[config.mk]
export PLATFORM = sky130hd
export DESIGN_NAME = key_matrix_to_six_key_report_core
export DESIGN_NICKNAME = d
export VERILOG_FILES = /design/src/sv/kms6_pkg.sv /design/src/sv/kms6_ram.sv /design/src/sv/kms6_slots.sv /design/src/sv/key_matrix_to_six_key_report_core.sv
export SDC_FILE = /design/constraint.sdc
export NUM_CORES = 1
export LEC_CHECK = 0
export ABC_AREA = 1
export BUFFER_PORTS_ARGS = -buffer_cell sky130_fd_sc_hd__buf_2
export CAP_MARGIN = 20
export CORE_UTILIZATION = 55
export DETAILED_ROUTE_END_ITERATION = 8
export PLACE_DENSITY = 0.73
export SYNTH_ARGS = -nofsm -noshare
export SYNTH_HDL_FRONTEND = slang
export SYNTH_SLANG_ARGS = --single-unit
export TNS_END_PERCENT = 20
[constraint.sdc]
create_clock -name clk -period 4.45 [get_ports clk]
set_input_delay 0 -clock clk [delete_from_list [all_inputs] [get_ports clk]]
set_output_delay 0 -clock clk [all_outputs]
set_load 0.005 [all_outputs]
[src/sv/kms6_pkg.sv]
`default_nettype none
package kms6_pkg;

	localparam int ROWS_DEF          = 6;
	localparam int COLUMNS_DEF       = 14;
	localparam int MAPPED_KEYS_DEF   = 52;
	localparam int SCANCODE_BASE_DEF = 4;
	localparam int REPORT_SLOTS_DEF  = 6;

	localparam int ROW_FIELD_W = 3;
	localparam int COL_FIELD_W = 14;
	localparam int CODE_W      = 8;
	localparam int SHOWN_SLOTS = 6;

	typedef struct packed {
		logic [ROW_FIELD_W-1:0] row_index;
		logic [COL_FIELD_W-1:0] column_levels;
	} sample_t;

	typedef struct packed {
		logic              row_changed;
		logic              scan_changed;
		logic [CODE_W-1:0] slot_one;
		logic [CODE_W-1:0] slot_two;
		logic [CODE_W-1:0] slot_three;
		logic [CODE_W-1:0] slot_four;
		logic [CODE_W-1:0] slot_five;
		logic [CODE_W-1:0] slot_six;
	} report_t;

	// One key event toward the slot table.
	typedef struct packed {
		logic              en;
		logic              press;
		logic [CODE_W-1:0] code;
	} slot_upd_t;

endpackage
`default_nettype wire

[src/sv/kms6_ram.sv]
`default_nettype none
module kms6_ram #(
	parameter int WIDTH = 14,
	parameter int DEPTH = 6,
	localparam int AW = (DEPTH > 1) ? $clog2(DEPTH) : 1
) (
	input  wire logic             clk,
	input  wire logic             we,
	input  wire logic [AW-1:0]    waddr,
	input  wire logic [WIDTH-1:0] wdata,
	input  wire logic             re,
	input  wire logic [AW-1:0]    raddr,
	output logic      [WIDTH-1:0] rdata
);

	logic [WIDTH-1:0] mem [DEPTH];

	always_ff @(posedge clk) begin
		if (we) begin
			mem[waddr] <= wdata;
		end
		if (re) begin
			rdata <= mem[raddr];
		end
	end

endmodule
`default_nettype wire

[src/sv/kms6_slots.sv]
`default_nettype none
module kms6_slots
	import kms6_pkg::*;
#(
	parameter int REPORT_SLOTS = REPORT_SLOTS_DEF
) (
	input  wire logic                              clk,
	input  wire logic                              arst_n,
	input  wire slot_upd_t                         upd,
	output logic [SHOWN_SLOTS-1:0][CODE_W-1:0]     shown
);

	localparam int SLOT_W = (REPORT_SLOTS > 1) ? $clog2(REPORT_SLOTS) : 1;

	logic [REPORT_SLOTS-1:0][CODE_W-1:0] slots_q;
	logic [CODE_W-1:0]                   want;
	logic [CODE_W-1:0]                   put;
	logic                                hit;
	logic [SLOT_W-1:0]                   hit_idx;

	// A press fills the first empty slot, a release empties the first match.
	always_comb begin
		want    = upd.press ? '0 : upd.code;
		put     = upd.press ? upd.code : '0;
		hit     = 1'b0;
		hit_idx = '0;
		for (int s = 0; s < REPORT_SLOTS; s++) begin
			if (!hit && slots_q[s] == want) begin
				hit     = 1'b1;
				hit_idx = SLOT_W'(s);
			end
		end
	end

	always_ff @(posedge clk or negedge arst_n) begin
		if (!arst_n) begin
			slots_q <= '0;
		end else if (upd.en && hit) begin
			slots_q[hit_idx] <= put;
		end
	end

	for (genvar i = 0; i < SHOWN_SLOTS; i++) begin : g_shown
		if (i < REPORT_SLOTS) begin : g_real
			assign shown[i] = slots_q[i];
		end else begin : g_none
			assign shown[i] = '0;
		end
	end

endmodule
`default_nettype wire

[src/sv/key_matrix_to_six_key_report_core.sv]
// Key matrix to six-key report builder.
// Input channel (sample_valid/sample_ready/sample): one beat per scanned row,
// carrying the row index and the sampled column levels (1 = pressed).
// Output channel (report_valid/report_ready/report): exactly one beat per input
// beat, in order: row-changed flag, scan-changed flag (OR since last row 0)
// and the six report slots.
// Each row is read from a registered row memory, compared with the new
// levels, and every changed column is then applied to the slot table, one
// column per cycle in ascending order; the row is written back at the end.
// An out-of-range row skips the compare and the column walk. One row is in
// flight at a time: the next input beat is taken only once the current
// report has been loaded into the output register.
// Reset: all keys released, all slots empty, scan flag clear; the row memory
// is covered by per-row valid bits, so no clearing pass is needed.
// A stalled report waits in its output register while the next row is taken
// and worked on; that next report is held back until the slot frees.
`default_nettype none
module key_matrix_to_six_key_report_core
	import kms6_pkg::*;
#(
	parameter int ROWS          = ROWS_DEF,
	parameter int COLUMNS       = COLUMNS_DEF,
	parameter int MAPPED_KEYS   = MAPPED_KEYS_DEF,
	parameter int SCANCODE_BASE = SCANCODE_BASE_DEF,
	parameter int REPORT_SLOTS  = REPORT_SLOTS_DEF
) (
	input  wire logic    clk,
	input  wire logic    arst_n,
	input  wire logic    sample_valid,
	output logic         sample_ready,
	input  wire sample_t sample,
	output logic         report_valid,
	input  wire logic    report_ready,
	output report_t      report
);

	localparam int ROW_W = (ROWS > 1) ? $clog2(ROWS) : 1;
	localparam int COL_W = (COLUMNS > 1) ? $clog2(COLUMNS) : 1;
	localparam int KEY_W = $clog2(ROWS * COLUMNS + 1);

	typedef enum logic [1:0] {ST_IDLE, ST_READ, ST_SCAN, ST_DONE} state_t;

	state_t                           state_q;
	logic [ROW_W-1:0]                 row_q;
	logic [COLUMNS-1:0]               lev_q;
	logic [COLUMNS-1:0]               diff_q;
	logic [KEY_W-1:0]                 base_q;
	logic                             changed_q;
	logic                             scan_q;
	logic [ROWS-1:0]                  row_valid_q;
	logic                             report_valid_q;
	report_t                          report_q;

	logic                             accept;
	logic                             in_range;
	logic [ROW_W+ROW_FIELD_W-1:0]     row_ext;
	logic [COLUMNS-1:0]               lev_in;
	logic [COLUMNS-1:0]               ram_rdata;
	logic [COLUMNS-1:0]               old_row;
	logic                             row_done;
	logic                             report_load;
	logic [COL_W-1:0]                 col;
	logic [KEY_W-1:0]                 key;
	slot_upd_t                        upd;
	logic [SHOWN_SLOTS-1:0][CODE_W-1:0] shown;

	assign sample_ready = (state_q == ST_IDLE);
	assign accept       = sample_valid && sample_ready;
	assign in_range     = 32'(sample.row_index) < ROWS;
	assign row_ext      = {{ROW_W{1'b0}}, sample.row_index};

	// Columns past the sampled field always read as released.
	for (genvar j = 0; j < COLUMNS; j++) begin : g_lev
		if (j < COL_FIELD_W) begin : g_in
			assign lev_in[j] = sample.column_levels[j];
		end else begin : g_off
			assign lev_in[j] = 1'b0;
		end
	end

	// Pressed bits, one row per entry. A row never written reads as released.
	kms6_ram #(
		.WIDTH(COLUMNS),
		.DEPTH(ROWS)
	) u_rows (
		.clk  (clk),
		.we   (row_done),
		.waddr(row_q),
		.wdata(lev_q),
		.re   (accept),
		.raddr(row_ext[ROW_W-1:0]),
		.rdata(ram_rdata)
	);

	assign old_row  = row_valid_q[row_q] ? ram_rdata : '0;
	assign row_done = (state_q == ST_SCAN) && (diff_q == '0);

	// Load the finished report once the output register is free or being taken.
	assign report_load = (state_q == ST_DONE) && (!report_valid_q || report_ready);

	// Lowest changed column goes first.
	always_comb begin
		col = '0;
		for (int j = COLUMNS - 1; j >= 0; j--) begin
			if (diff_q[j]) begin
				col = COL_W'(j);
			end
		end
	end

	assign key = base_q + KEY_W'(col);

	// Unmapped keys carry code zero, which leaves the slots alone.
	always_comb begin
		upd.en    = (state_q == ST_SCAN) && (diff_q != '0);
		upd.press = lev_q[col];
		upd.code  = (32'(key) < MAPPED_KEYS) ?
			CODE_W'(32'(key) + 32'(SCANCODE_BASE)) : '0;
	end

	kms6_slots #(
		.REPORT_SLOTS(REPORT_SLOTS)
	) u_slots (
		.clk   (clk),
		.arst_n(arst_n),
		.upd   (upd),
		.shown (shown)
	);

	always_ff @(posedge clk or negedge arst_n) begin
		if (!arst_n) begin
			state_q        <= ST_IDLE;
			row_q          <= '0;
			lev_q          <= '0;
			diff_q         <= '0;
			base_q         <= '0;
			changed_q      <= 1'b0;
			scan_q         <= 1'b0;
			row_valid_q    <= '0;
			report_valid_q <= 1'b0;
			report_q       <= '0;
		end else begin
			// Raise valid for a new beat, else drop the held beat once taken.
			if (report_load) begin
				report_valid_q <= 1'b1;
			end else if (report_valid_q && report_ready) begin
				report_valid_q <= 1'b0;
			end
			unique case (state_q)
				ST_IDLE: begin
					if (accept) begin
						row_q  <= row_ext[ROW_W-1:0];
						lev_q  <= lev_in;
						base_q <= KEY_W'(32'(sample.row_index) * COLUMNS);
						if (in_range) begin
							state_q <= ST_READ;
						end else begin
							// Ignore the sample: no change, hold the scan flag.
							changed_q <= 1'b0;
							state_q   <= ST_DONE;
						end
					end
				end
				ST_READ: begin
					diff_q    <= old_row ^ lev_q;
					changed_q <= |(old_row ^ lev_q);
					state_q   <= ST_SCAN;
				end
				ST_SCAN: begin
					if (row_done) begin
						row_valid_q[row_q] <= 1'b1;
						scan_q  <= (row_q == '0) ? changed_q : (scan_q | changed_q);
						state_q <= ST_DONE;
					end else begin
						// Retire the lowest changed column.
						diff_q <= diff_q & (diff_q - COLUMNS'(1));
					end
				end
				ST_DONE: begin
					if (report_load) begin
						report_q.row_changed  <= changed_q;
						report_q.scan_changed <= scan_q;
						report_q.slot_one     <= shown[0];
						report_q.slot_two     <= shown[1];
						report_q.slot_three   <= shown[2];
						report_q.slot_four    <= shown[3];
						report_q.slot_five    <= shown[4];
						report_q.slot_six     <= shown[5];
						state_q               <= ST_IDLE;
					end
				end
				default: begin
					state_q <= ST_IDLE;
				end
			endcase
		end
	end

	assign report_valid = report_valid_q;
	assign report       = report_q;

endmodule
`default_nettype wire

Yosys cells after proc, flatten, opt, wreduce, memory -nomap -nowiden
Memories as Yosys holds them, arrays and structs flattened. A register that Yosys moved wholly into a read port is not among the register bits. Index checks and enable logic that the tools add are counted.

$add $sub $neg: 3. Eq/ne operators: 14. Bitwise gates (word level): 4. Multipliers: 1. Order comparisons: 7. Multiplexer cells: 53. Reductions and logical operators: 34.

Operators by type and width (count): $mux 4 (14); $bwmux 48 (1); $eq 8x8->1 (6); $mux 8 (4); $mux 14 (2); $pmux 14 s2 (1); $demux 8 s3 (1); $mux 1 (17); $and 14x14->14 (1); $logic_not 14->1 (1); $reduce_bool 14->1 (1); $reduce_or 14->1 (1); $sub 14x1->14 const B (1); $xor 14x14->14 (1); $logic_and 1x1->1 (13); $mux 2 (6); $add 7x3->8 const B (1); $lt 3x4->1 const B (2); $ne 2x2->1 const B (4); $pmux 2 s4 (1); $reduce_and 2->1 (4); $add 7x4->7 (1); $lt 7x6->1 const B (1); $ge 3x1->1 const B (2); 19 further kinds (29).

Input bits: 21. Bits in writable memories: 84. Register bits: 146. Memories kept: 1.

Memories: u_rows.mem (words 6, bits a word 14, read ports 1, clocked after Yosys merged registers in 1, wr ports 1, line kms6_ram.sv:16) `logic [WIDTH-1:0] mem [DEPTH];`.

Logic depth before layout (Yosys ltp)
Gate-level depths: netlist of the first run.

Word-level depth: 40. Mapped depth: 36.

Modules after synthesis
Synthesis of the first run repeated with hierarchy kept, for this count alone.

Cell total of the unflattened synthesis: 1242. Area total of the unflattened synthesis: 11711.2 µm².

Modules (own cells, without submodules): key_matrix_to_six_key_report_core (area each 4912.2 µm², cells an instance 513, times used 1); kms6_ram (area each 3771.1 µm², cells an instance 282, times used 1); kms6_slots (area each 3027.9 µm², cells an instance 447, times used 1).

Worst setup path after synthesis of the first run
OpenSTA, ideal clock, no wires.

Path type: register -> register. Start: register diff_q[0]. End: register u_slots.slots_q, in the netlist u_slots.shown[10]. Path buffers: 1. Arrival time: 3.829 ns. Cell stages (with the launch flop): 33. Setup slack: 0.504 ns. Setup time: 0.117 ns. Cells stage by stage: dfrtp_1 -> nor2_1 -> inv_1 -> nor2_1 -> inv_1 -> nor2_1 -> inv_1 -> nor2_1 -> ha_1 -> a21oi_1 -> inv_1 -> a31oi_1 -> or2_1 -> nor2_1 -> xor2_1 -> inv_1 -> nor2_1 -> inv_1 -> nor2_1 -> nand2_4 -> nand2_1 -> nand2_1 -> nor2_1 -> nand2_1 -> nor2_2 -> nor2_2 -> nand3_1 -> nor2_1 -> nor2_4 -> buf_6 -> nand2_4 -> nand2_1 -> nand2_1.

Longest elaborated chain between the ends: 27. Elaborated cells between the ends (all ways): 45.

RTL lines: from (decl) (line key_matrix_to_six_key_report_core.sv:46) `logic [COLUMNS-1:0] diff_q;`; from (signal assigned) (line key_matrix_to_six_key_report_core.sv:165) `diff_q <= old_row ^ lev_q;`; from (signal assigned) (line key_matrix_to_six_key_report_core.sv:176) `diff_q <= diff_q & (diff_q - COLUMNS'(1));`; $mux 4 (line key_matrix_to_six_key_report_core.sv:105) `if (diff_q[j]) begin`; $add 7x4->7 (line key_matrix_to_six_key_report_core.sv:111) `assign key = base_q + KEY_W'(col);`; $add 7x3->8 or $lt 7x6->1 (tied branches) (line key_matrix_to_six_key_report_core.sv:118, key_matrix_to_six_key_report_core.sv:117); $mux 8 (line key_matrix_to_six_key_report_core.sv:117) `upd.code = (32'(key) < MAPPED_KEYS) ?`; $mux 8 (line kms6_slots.sv:23) `want = upd.press ? '0 : upd.code;`; $eq 8x8->1 (line kms6_slots.sv:28) `if (!hit && slots_q[s] == want) begin`; $mux 1 (line kms6_slots.sv:28); $logic_not 1->1 (line kms6_slots.sv:28); (+11 left out); $logic_not 1->1 (line kms6_slots.sv:28); $logic_and 1x1->1 (line kms6_slots.sv:28); $mux 3 (line kms6_slots.sv:28); $lt 3x4->1 (implied by the code) or $ge 3x1->1 (tied branches) (line kms6_slots.sv:39) `slots_q[hit_idx] <= put;`; $logic_and 1x1->1 (implied by the code) (line kms6_slots.sv:39); $mux 8 (implied by the code) (line kms6_slots.sv:39); $demux 8 s3; $bwmux 48 (line kms6_slots.sv:39); to (signal, indexed assignment) (line kms6_slots.sv:39); to (decl) (line kms6_slots.sv:15) `logic [REPORT_SLOTS-1:0][CODE_W-1:0] slots_q;`.

Parallel ways exist; a longest one is shown, timed or not. The select of a mux whose other input is x is not followed. A chain may end at the register's enable or synchronous reset.

Worst setup path after layout of the first run
Start: register diff_q[2]. End: register u_slots.slots_q, in the netlist u_slots.shown[37].

Longest elaborated chain between the ends: 29. Elaborated cells between the ends (all ways): 47.

RTL lines (line): $mux 4 (3 in series) (key_matrix_to_six_key_report_core.sv:105); $add 7x4->7 (key_matrix_to_six_key_report_core.sv:111); $add 7x3->8 or $lt 7x6->1 (tied branches) (key_matrix_to_six_key_report_core.sv:118, key_matrix_to_six_key_report_core.sv:117); $mux 8 (key_matrix_to_six_key_report_core.sv:117); $mux 8 (kms6_slots.sv:23); $eq 8x8->1 (kms6_slots.sv:28); $mux 1 (kms6_slots.sv:28); $logic_not 1->1 (kms6_slots.sv:28); (+11 left out); $logic_not 1->1 (kms6_slots.sv:28); $logic_and 1x1->1 (kms6_slots.sv:28); $mux 3 (kms6_slots.sv:28); $lt 3x4->1 (implied by the code) or $ge 3x1->1 (tied branches) (kms6_slots.sv:39); $logic_and 1x1->1 (implied by the code) (kms6_slots.sv:39); $mux 8 (implied by the code) (kms6_slots.sv:39); $demux 8 s3; $bwmux 48 (kms6_slots.sv:39).

Parallel ways exist; a longest one is shown, timed or not. The select of a mux whose other input is x is not followed.

==> results of run 1 <==
## sequential cells by signal, indices dropped and copies added, names as in the netlist
signal,flops
row_valid_q,6
base_q,5
state_q,2
lev_q,14
diff_q,14
u_rows.mem,84
report,50
u_slots.shown,48
scan_q,1
changed_q,1
u_rows.rdata,14
row_q,3
report_valid,1
## layout by cell type, fill, tap and decap left out, types with 20 or more instances in the layout
cell,count
clkbuf_16,28
dlygate4sd3_1,23
xor2_1,20
buf_4,41
buf_2,71
nand2_1,354
nand3_1,87
nor2_2,22
nor2_1,65
o21ai_0,98
dfrtp_1,145
edfxtp_1,98
inv_1,103
a21oi_1,28
## worst max-delay path: cells and delay by family, from the launching register on
kind | cells | cell delay [ns]
AOI/OAI and AO/OA | 2 | 0.29
xor gates and xnor gates | 2 | 0.33
adders and majority gates | 1 | 0.23
buffers and inverters | 9 | 0.86
DFF | 1 | 0.42
and+or+nand+nor | 17 | 2.06
## final cells by class
cell class                      instances  area [um2]  area share (%)
Sequential cell                       243        6571           48.77
Timing Repair Buffer                  144        1051           7.799
Clock buffer                           31       689.4           5.116
Clock inverter                         15       212.7           1.578
Tap cell                              265       331.6           2.461
Multi-Input combinational cell        805        4184           31.05
Inverter                              116       435.4           3.231
## how the worst min path moves through the flow
stage	end	slack, ns	cells after the start
3_3_place_gp	lev_q[1]	0.17	1
5_1_grt	u_rows.rdata[4]	0.13	2
6_report	row_q[2]	0.05	3
2_1_floorplan	base_q[2]	-0.30	0
3_5_place_dp	lev_q[1]	0.19	1
4_1_cts	row_q[2]	0.04	3
## metrics by stage
stage	worst slack (ns)	TNS [ns]	util [%]	area, um2
final	0.1995	0	68.12	13480
after global routing	-0.2587	-8.812	68.12	13480
after CTS	0.09471	0	66.44	13140
after detailed placement	0.009522	0	60.70	12010
after global placement	0.1842	0	60.70	12010
after floorplan	0.5039	0	-	11260
## per-layer routing
metal / GRT usage, % / vias to the layer above / routed length [um]
met1: 39.69 / 4339 / 12630
met4: 7.947 / 0 / 737
met2: 40.17 / 385 / 12640
met5: 0 / - / 0
met3: 4.277 / 61 / 2417
li1: - / 4241 / -
## cell families after synthesis
group	count (synthesis)	share of synthesized area (%)
AND/OR/NAND/NOR	576	21.82
flip-flops	243	58.34
XOR/XNOR	25	1.944
AO/OA/AOI/OAI	176	8.953
adder cells (fa/ha/maj)	18	2.266
buffers and inverters	161	5.687
multiplexers	10	0.9997
## timing repair
| action | in CTS | in global routing |
|---|---|---|
| buffers inserted | 0 | 16 |
| cloned | 0 | 2 |
| hold endpoints to repair | 118 | 0 |
| endpoints found under the setup margin | 6 | 42 |
| pin swaps | 0 | 9 |
| gates resized for setup | 1 | 44 |
| hold buffers | 23 | 0 |
## power breakdown
| part | total (mW) | leakage (nW) | internal (mW) | switching (mW) |
|---|---|---|---|---|
| logic | 6.40 | 3.06 | 2.30 | 4.09 |
| clock network | 2.28 | 0.443 | 1.39 | 0.886 |
| registers | 3.33 | 2.84 | 2.90 | 0.433 |
==> metrics.txt, run 1 <==
leakage dissipation 6.345 nW; synth unique cells 44; drt drc 0; Tmin final 4.250 ns; status finished clean; Setup crit end kind flip-flop; max-slew violations 0; Worst R2R End u_slots.shown[37]; row count 51; Worst R2R Start diff_q[2]; Yosys top cell by area dfrtp_1; Ys Warns 0; commonest cells in the netlist 359 x nand2_1, 145 x dfrtp_1, 108 x inv_1; Seq/Total Area, Yosys between 50% and 60%; Fin. Hold Viols 0; WL final 28430 um; share of layout cells above drive strength 1 17.73%; Clock Tree Root clkbuf_16; critical path endpoint u_slots.shown[37]; max_cap viols 0; fin nets 1374; First-pass DRT Iterations 6; crit share post-route a little over nine tenths; Core Area 19780 um2; initial antenna violation count 0; global route total overflow 0; worst hold slack approximately 0.048 ns; RSZ-0062 raised after global routing yes; Hold Path Class input port to flip-flop; most frequent cell after synthesis nand2_1; Area growth syn-to-layout 19.63%; CTS max path bufs 3; via count 9026; GPL Wtd Cong between 0.9 and 1; fraction of registers with async set/reset approximately three fifths; Yosys reg bits approximately 240; CP startpoint diff_q[2]; Final Skew slightly below 0.02 ns; CTS tree done; maximum number of pins on one net before global-route repair 100; Slew headroom between 20 and 30%; H-Tree Depth 1; CP max stage delay 0.42 ns; vias in the first global route ~8.5k; Crit-path slowest cell dfrtp_1; vias per inst between 5 and 6; Most Frequent Cell on Critical Path nor2_2; Die Area around 21000 um2; Initial Util a little under three fifths; Syn Area/Cell between 9 and 10 um2; Final ANT Viol Nets 0; global-route wire length before repair 44360 um; Syn Inst Count between 1k and 1.5k; die height approximately 150 um; highest net fanout along the worst path 7; die width 145.1 um; CP Data Arrival Time approximately 4.7 ns; clk sink count approximately 240; GRT Total Usage a little over a quarter; Final Non-Filler Cells 1619; Synth Cell Area roughly 11000 um2; post-synth top area share between 30 and 40%; clock-pin slew on the worst setup and hold paths ~0.07 ns; DP HPWL 18050 um; violation count after the first detailed-route iteration 930; pwr/cell area 891.1 nW/um2; Worst Reg2Reg Path Length in Cells 31; Crit path required time 4.92 ns; synth top area cells dfrtp_1 32%, edfxtp_1 26%, nand2_1 12%; Slew @ Worst Pin approximately 1.1 ns; maximum VDD drop roughly 860 uV; filler cell count in the final layout ~1.6k; Post-Syn Nets approximately 1.2k; top_reg_cell synth dfrtp_1; diode count 0; final setup violation count 0; Overall Power 12.01 mW; io pins 73; PortBufs slightly above 70; Critical Path Source Type flip-flop; min-delay src sample[16]; drt wl/cell 17.56 um; R2R Setup Slk approximately 0.20 ns; Skew-Pair Late Insertion Delay around 0.54 ns; CTS buffer count 25; Max Fclk 0.2353 GHz; Placed Instances between 1.5k and 2k; Post-synth EDFFs 98; CP Class flip-flop to flip-flop
Power figures use the tool's default switching activity.
==> run 2: changes to the inputs <==
--- a/config.mk
+++ b/config.mk
@@ -5,11 +5,11 @@
 export SDC_FILE = /design/constraint.sdc
 export NUM_CORES = 1
 export LEC_CHECK = 0
-export ABC_AREA = 1
 export BUFFER_PORTS_ARGS = -buffer_cell sky130_fd_sc_hd__buf_2
 export CAP_MARGIN = 20
 export CORE_UTILIZATION = 55
 export DETAILED_ROUTE_END_ITERATION = 8
+export MAX_ROUTING_LAYER = met4
 export PLACE_DENSITY = 0.73
 export SYNTH_ARGS = -nofsm -noshare
 export SYNTH_HDL_FRONTEND = slang
==> run 2 against run 1 <==
Compared with the run above:
- the flow now finishes with violations (setup timing)
- critical path depth is 14 lower
- wire length shrank 2.1%
- sequential share of layout area is 2.5 points lower
- fmax down 5.8%
==> metrics.txt, run 2 <==
status finished, violations left; violated checks setup timing; worst hold slack between 0.02 and 0.025 ns; Fin Setup TNS -0.9511 ns; highest net fanout along the worst path 7; fraction of registers with async set/reset 59.67%; max-slew violations 0; RSZ-0062 raised after global routing yes; CP Class flip-flop to flip-flop; Tmin final between 4 and 5 ns; Yosys reg bits around 240; vias per inst about 6; CTS tree done; max reg flops 84; Syn Area/Cell between 10 and 15 um2; Yosys top cell by area dfrtp_1; diode count 0; vias in the first global route 8031; most frequent cells in the layout 144 x dfrtp_1, 98 x edfxtp_1, 88 x mux2_2; CTS buffer count 25; H-Tree Depth 1; Top reg by flops u_rows.mem; Worst Reg2Reg Path Length in Cells 17; initial antenna violation count 0; Post-Syn Nets between 900 and 1k; Max Fclk roughly 0.22 GHz; most frequent cell after synthesis dfrtp_1; maximum number of pins on one net before global-route repair 90; Final ANT Viol Nets 0; clk sink count about 240; drt drc 0; Ys Warns 0; Slew @ Worst Pin around 0.97 ns; PortBufs a little over 70; Die Area approximately 22000 um2; drt wl/cell 20.27 um; synth top area cells dfrtp_1 31%, edfxtp_1 25%, mux2_2 9.2%; most common cell after layout, fill and taps aside dfrtp_1; Synth Cell Area 11620 um2; worst setup margin -0.06097 ns; Crit path required time slightly below 5 ns; Storage cell area 6573 um2; via count about 8.2k; Hold Path Class input port to flip-flop; crit share post-route 101.4%; filler cell count in the final layout 1462; Fin. Hold Viols 0; Seq/Total Area, Yosys between 50% and 60%; die width roughly 150 um; R2R Setup Slk -0.06 ns; violation count after the first detailed-route iteration 591; CP startpoint diff_q[3]; die height about 150 um; clock-pin slew on the worst setup and hold paths about 0.070 ns; Worst R2R End u_slots.shown[33]; DP HPWL 18850 um; Skew-Pair Late Insertion Delay 0.54 ns; Critical Path Source Type flip-flop; Setup crit end kind flip-flop; First-pass DRT Iterations 5; post-synth top area share 31.23%; critical path endpoint u_slots.shown[33]; Core Area around 20000 um2; global-route wire length before repair about 44000 um; row count 52; io pins 73; area of the multi-input gates 5145 um2; global route total overflow 0; max_cap viols 0; Initial Util between 50% and 60%; Slew headroom between 30% and 40%; GPL Wtd Cong slightly below 1; Syn Inst Count 924; top_reg_cell synth dfrtp_1; final core utilization ~69%; Worst R2R Start diff_q[3]; Final Skew roughly 0.0073 ns; synth unique cells 83; commonest cells in the netlist 145 x dfrtp_1, 98 x edfxtp_1, 95 x mux2_2; CP Data Arrival Time around 4.9 ns; GRT Total Usage between 20% and 30%; Area growth syn-to-layout 22.30%; WL final ~28000 um; share of layout cells above drive strength 1 between 30% and 40%; Post-synth EDFFs 98; final setup violation count 21; CTS max path bufs 3; Clock Tree Root clkbuf_16; fin nets 1125
==> run 2: cell count changes after synthesis, moves of 14 or more <==
cell / change
inv_1: -91
mux2_2: +85
mux2i_1: +18
mux4_2: +14
nand2_1: -301
nand3_1: -62
nor2_1: -14
o21ai_0: -56
xnor2_1: +15
==> run 2: worst max-delay path, stage by stage, from the launching register on <==
cell and delay, ns:
dfrtp_1 0.43, or4_4 0.53, nand2b_4 0.18, a21oi_4 0.18, ha_4 0.23, o21a_1 0.19
and2_4 0.17, nand4b_1 0.20, or4_4 0.60, buf_6 0.16, xor2_1 0.14, nand2_1 0.07
nor2_1 0.11, a21oi_1 0.13, buf_4 0.17, a311oi_2 0.31, nand4_4 0.22, mux2_1 0.36
==> run 2: area by class of cell <==
| type | count | area share [%] |
|---|---|---|
| Timing Repair Buffer | 179 | 8.780 |
| Tap cell | 270 | 2.378 |
| Clock buffer | 30 | 4.746 |
| Sequential cell | 243 | 46.26 |
| Inverter | 17 | 0.4491 |
| Multi-Input combinational cell | 620 | 36.21 |
| Clock inverter | 14 | 1.180 |
==> run 2: how the worst min path moves through the flow <==
stage          startpoint        end  slack, ns  cells after the start
6_report       sample[15]   row_q[1]       0.02                      3
5_1_grt        sample[15]   row_q[1]       0.06                      3
4_1_cts        sample[15]   row_q[1]       0.02                      3
3_5_place_dp       arst_n   lev_q[4]       0.12                      1
3_3_place_gp       arst_n   lev_q[4]       0.12                      1
2_1_floorplan      arst_n  base_q[2]      -0.30                      0
==> run 2: metal layers <==
metal	global-route usage, %	up-vias	part of all wire [%]
met5	-	-	0
met2	40.26	288	45
li1	-	3752	-
met1	39.39	4130	46
met3	4.068	48	6.3
met4	7.216	0	2.4
==> run 2: per-stage QoR <==
stage	instance area, um2	worst slack (ns)	instances
finish	14210	-0.06097	1373
global route	14210	-0.2011	1373
CTS	14100	-0.04971	1369
detailed placement	12860	-0.2677	1296
global placement	12860	-0.1468	1296
floorplan	11750	-0.1292	924
==> run 2: cells by family after synthesis <==
logic type      share of synthesized area, %
flops                                  56.56
fa+ha+maj                              2.197
compound gates                         9.844
buf+inv                                2.143
mux                                    15.06
xor+xnor                               3.511
simple gates                           10.68
==> run 2: what timing repair did <==
item                                   4_1_cts  5_1_grt
hold buffers                                18        0
resized for setup                           34       15
setup endpoints to repair                   28       35
endpoints found under the hold margin      107        0
setup buffers                               11        5
pin swaps                                   21       13
Power of run 2 is not shown: default switching activity piles up to over one toggle a cycle in this logic, so the estimate is an artifact.
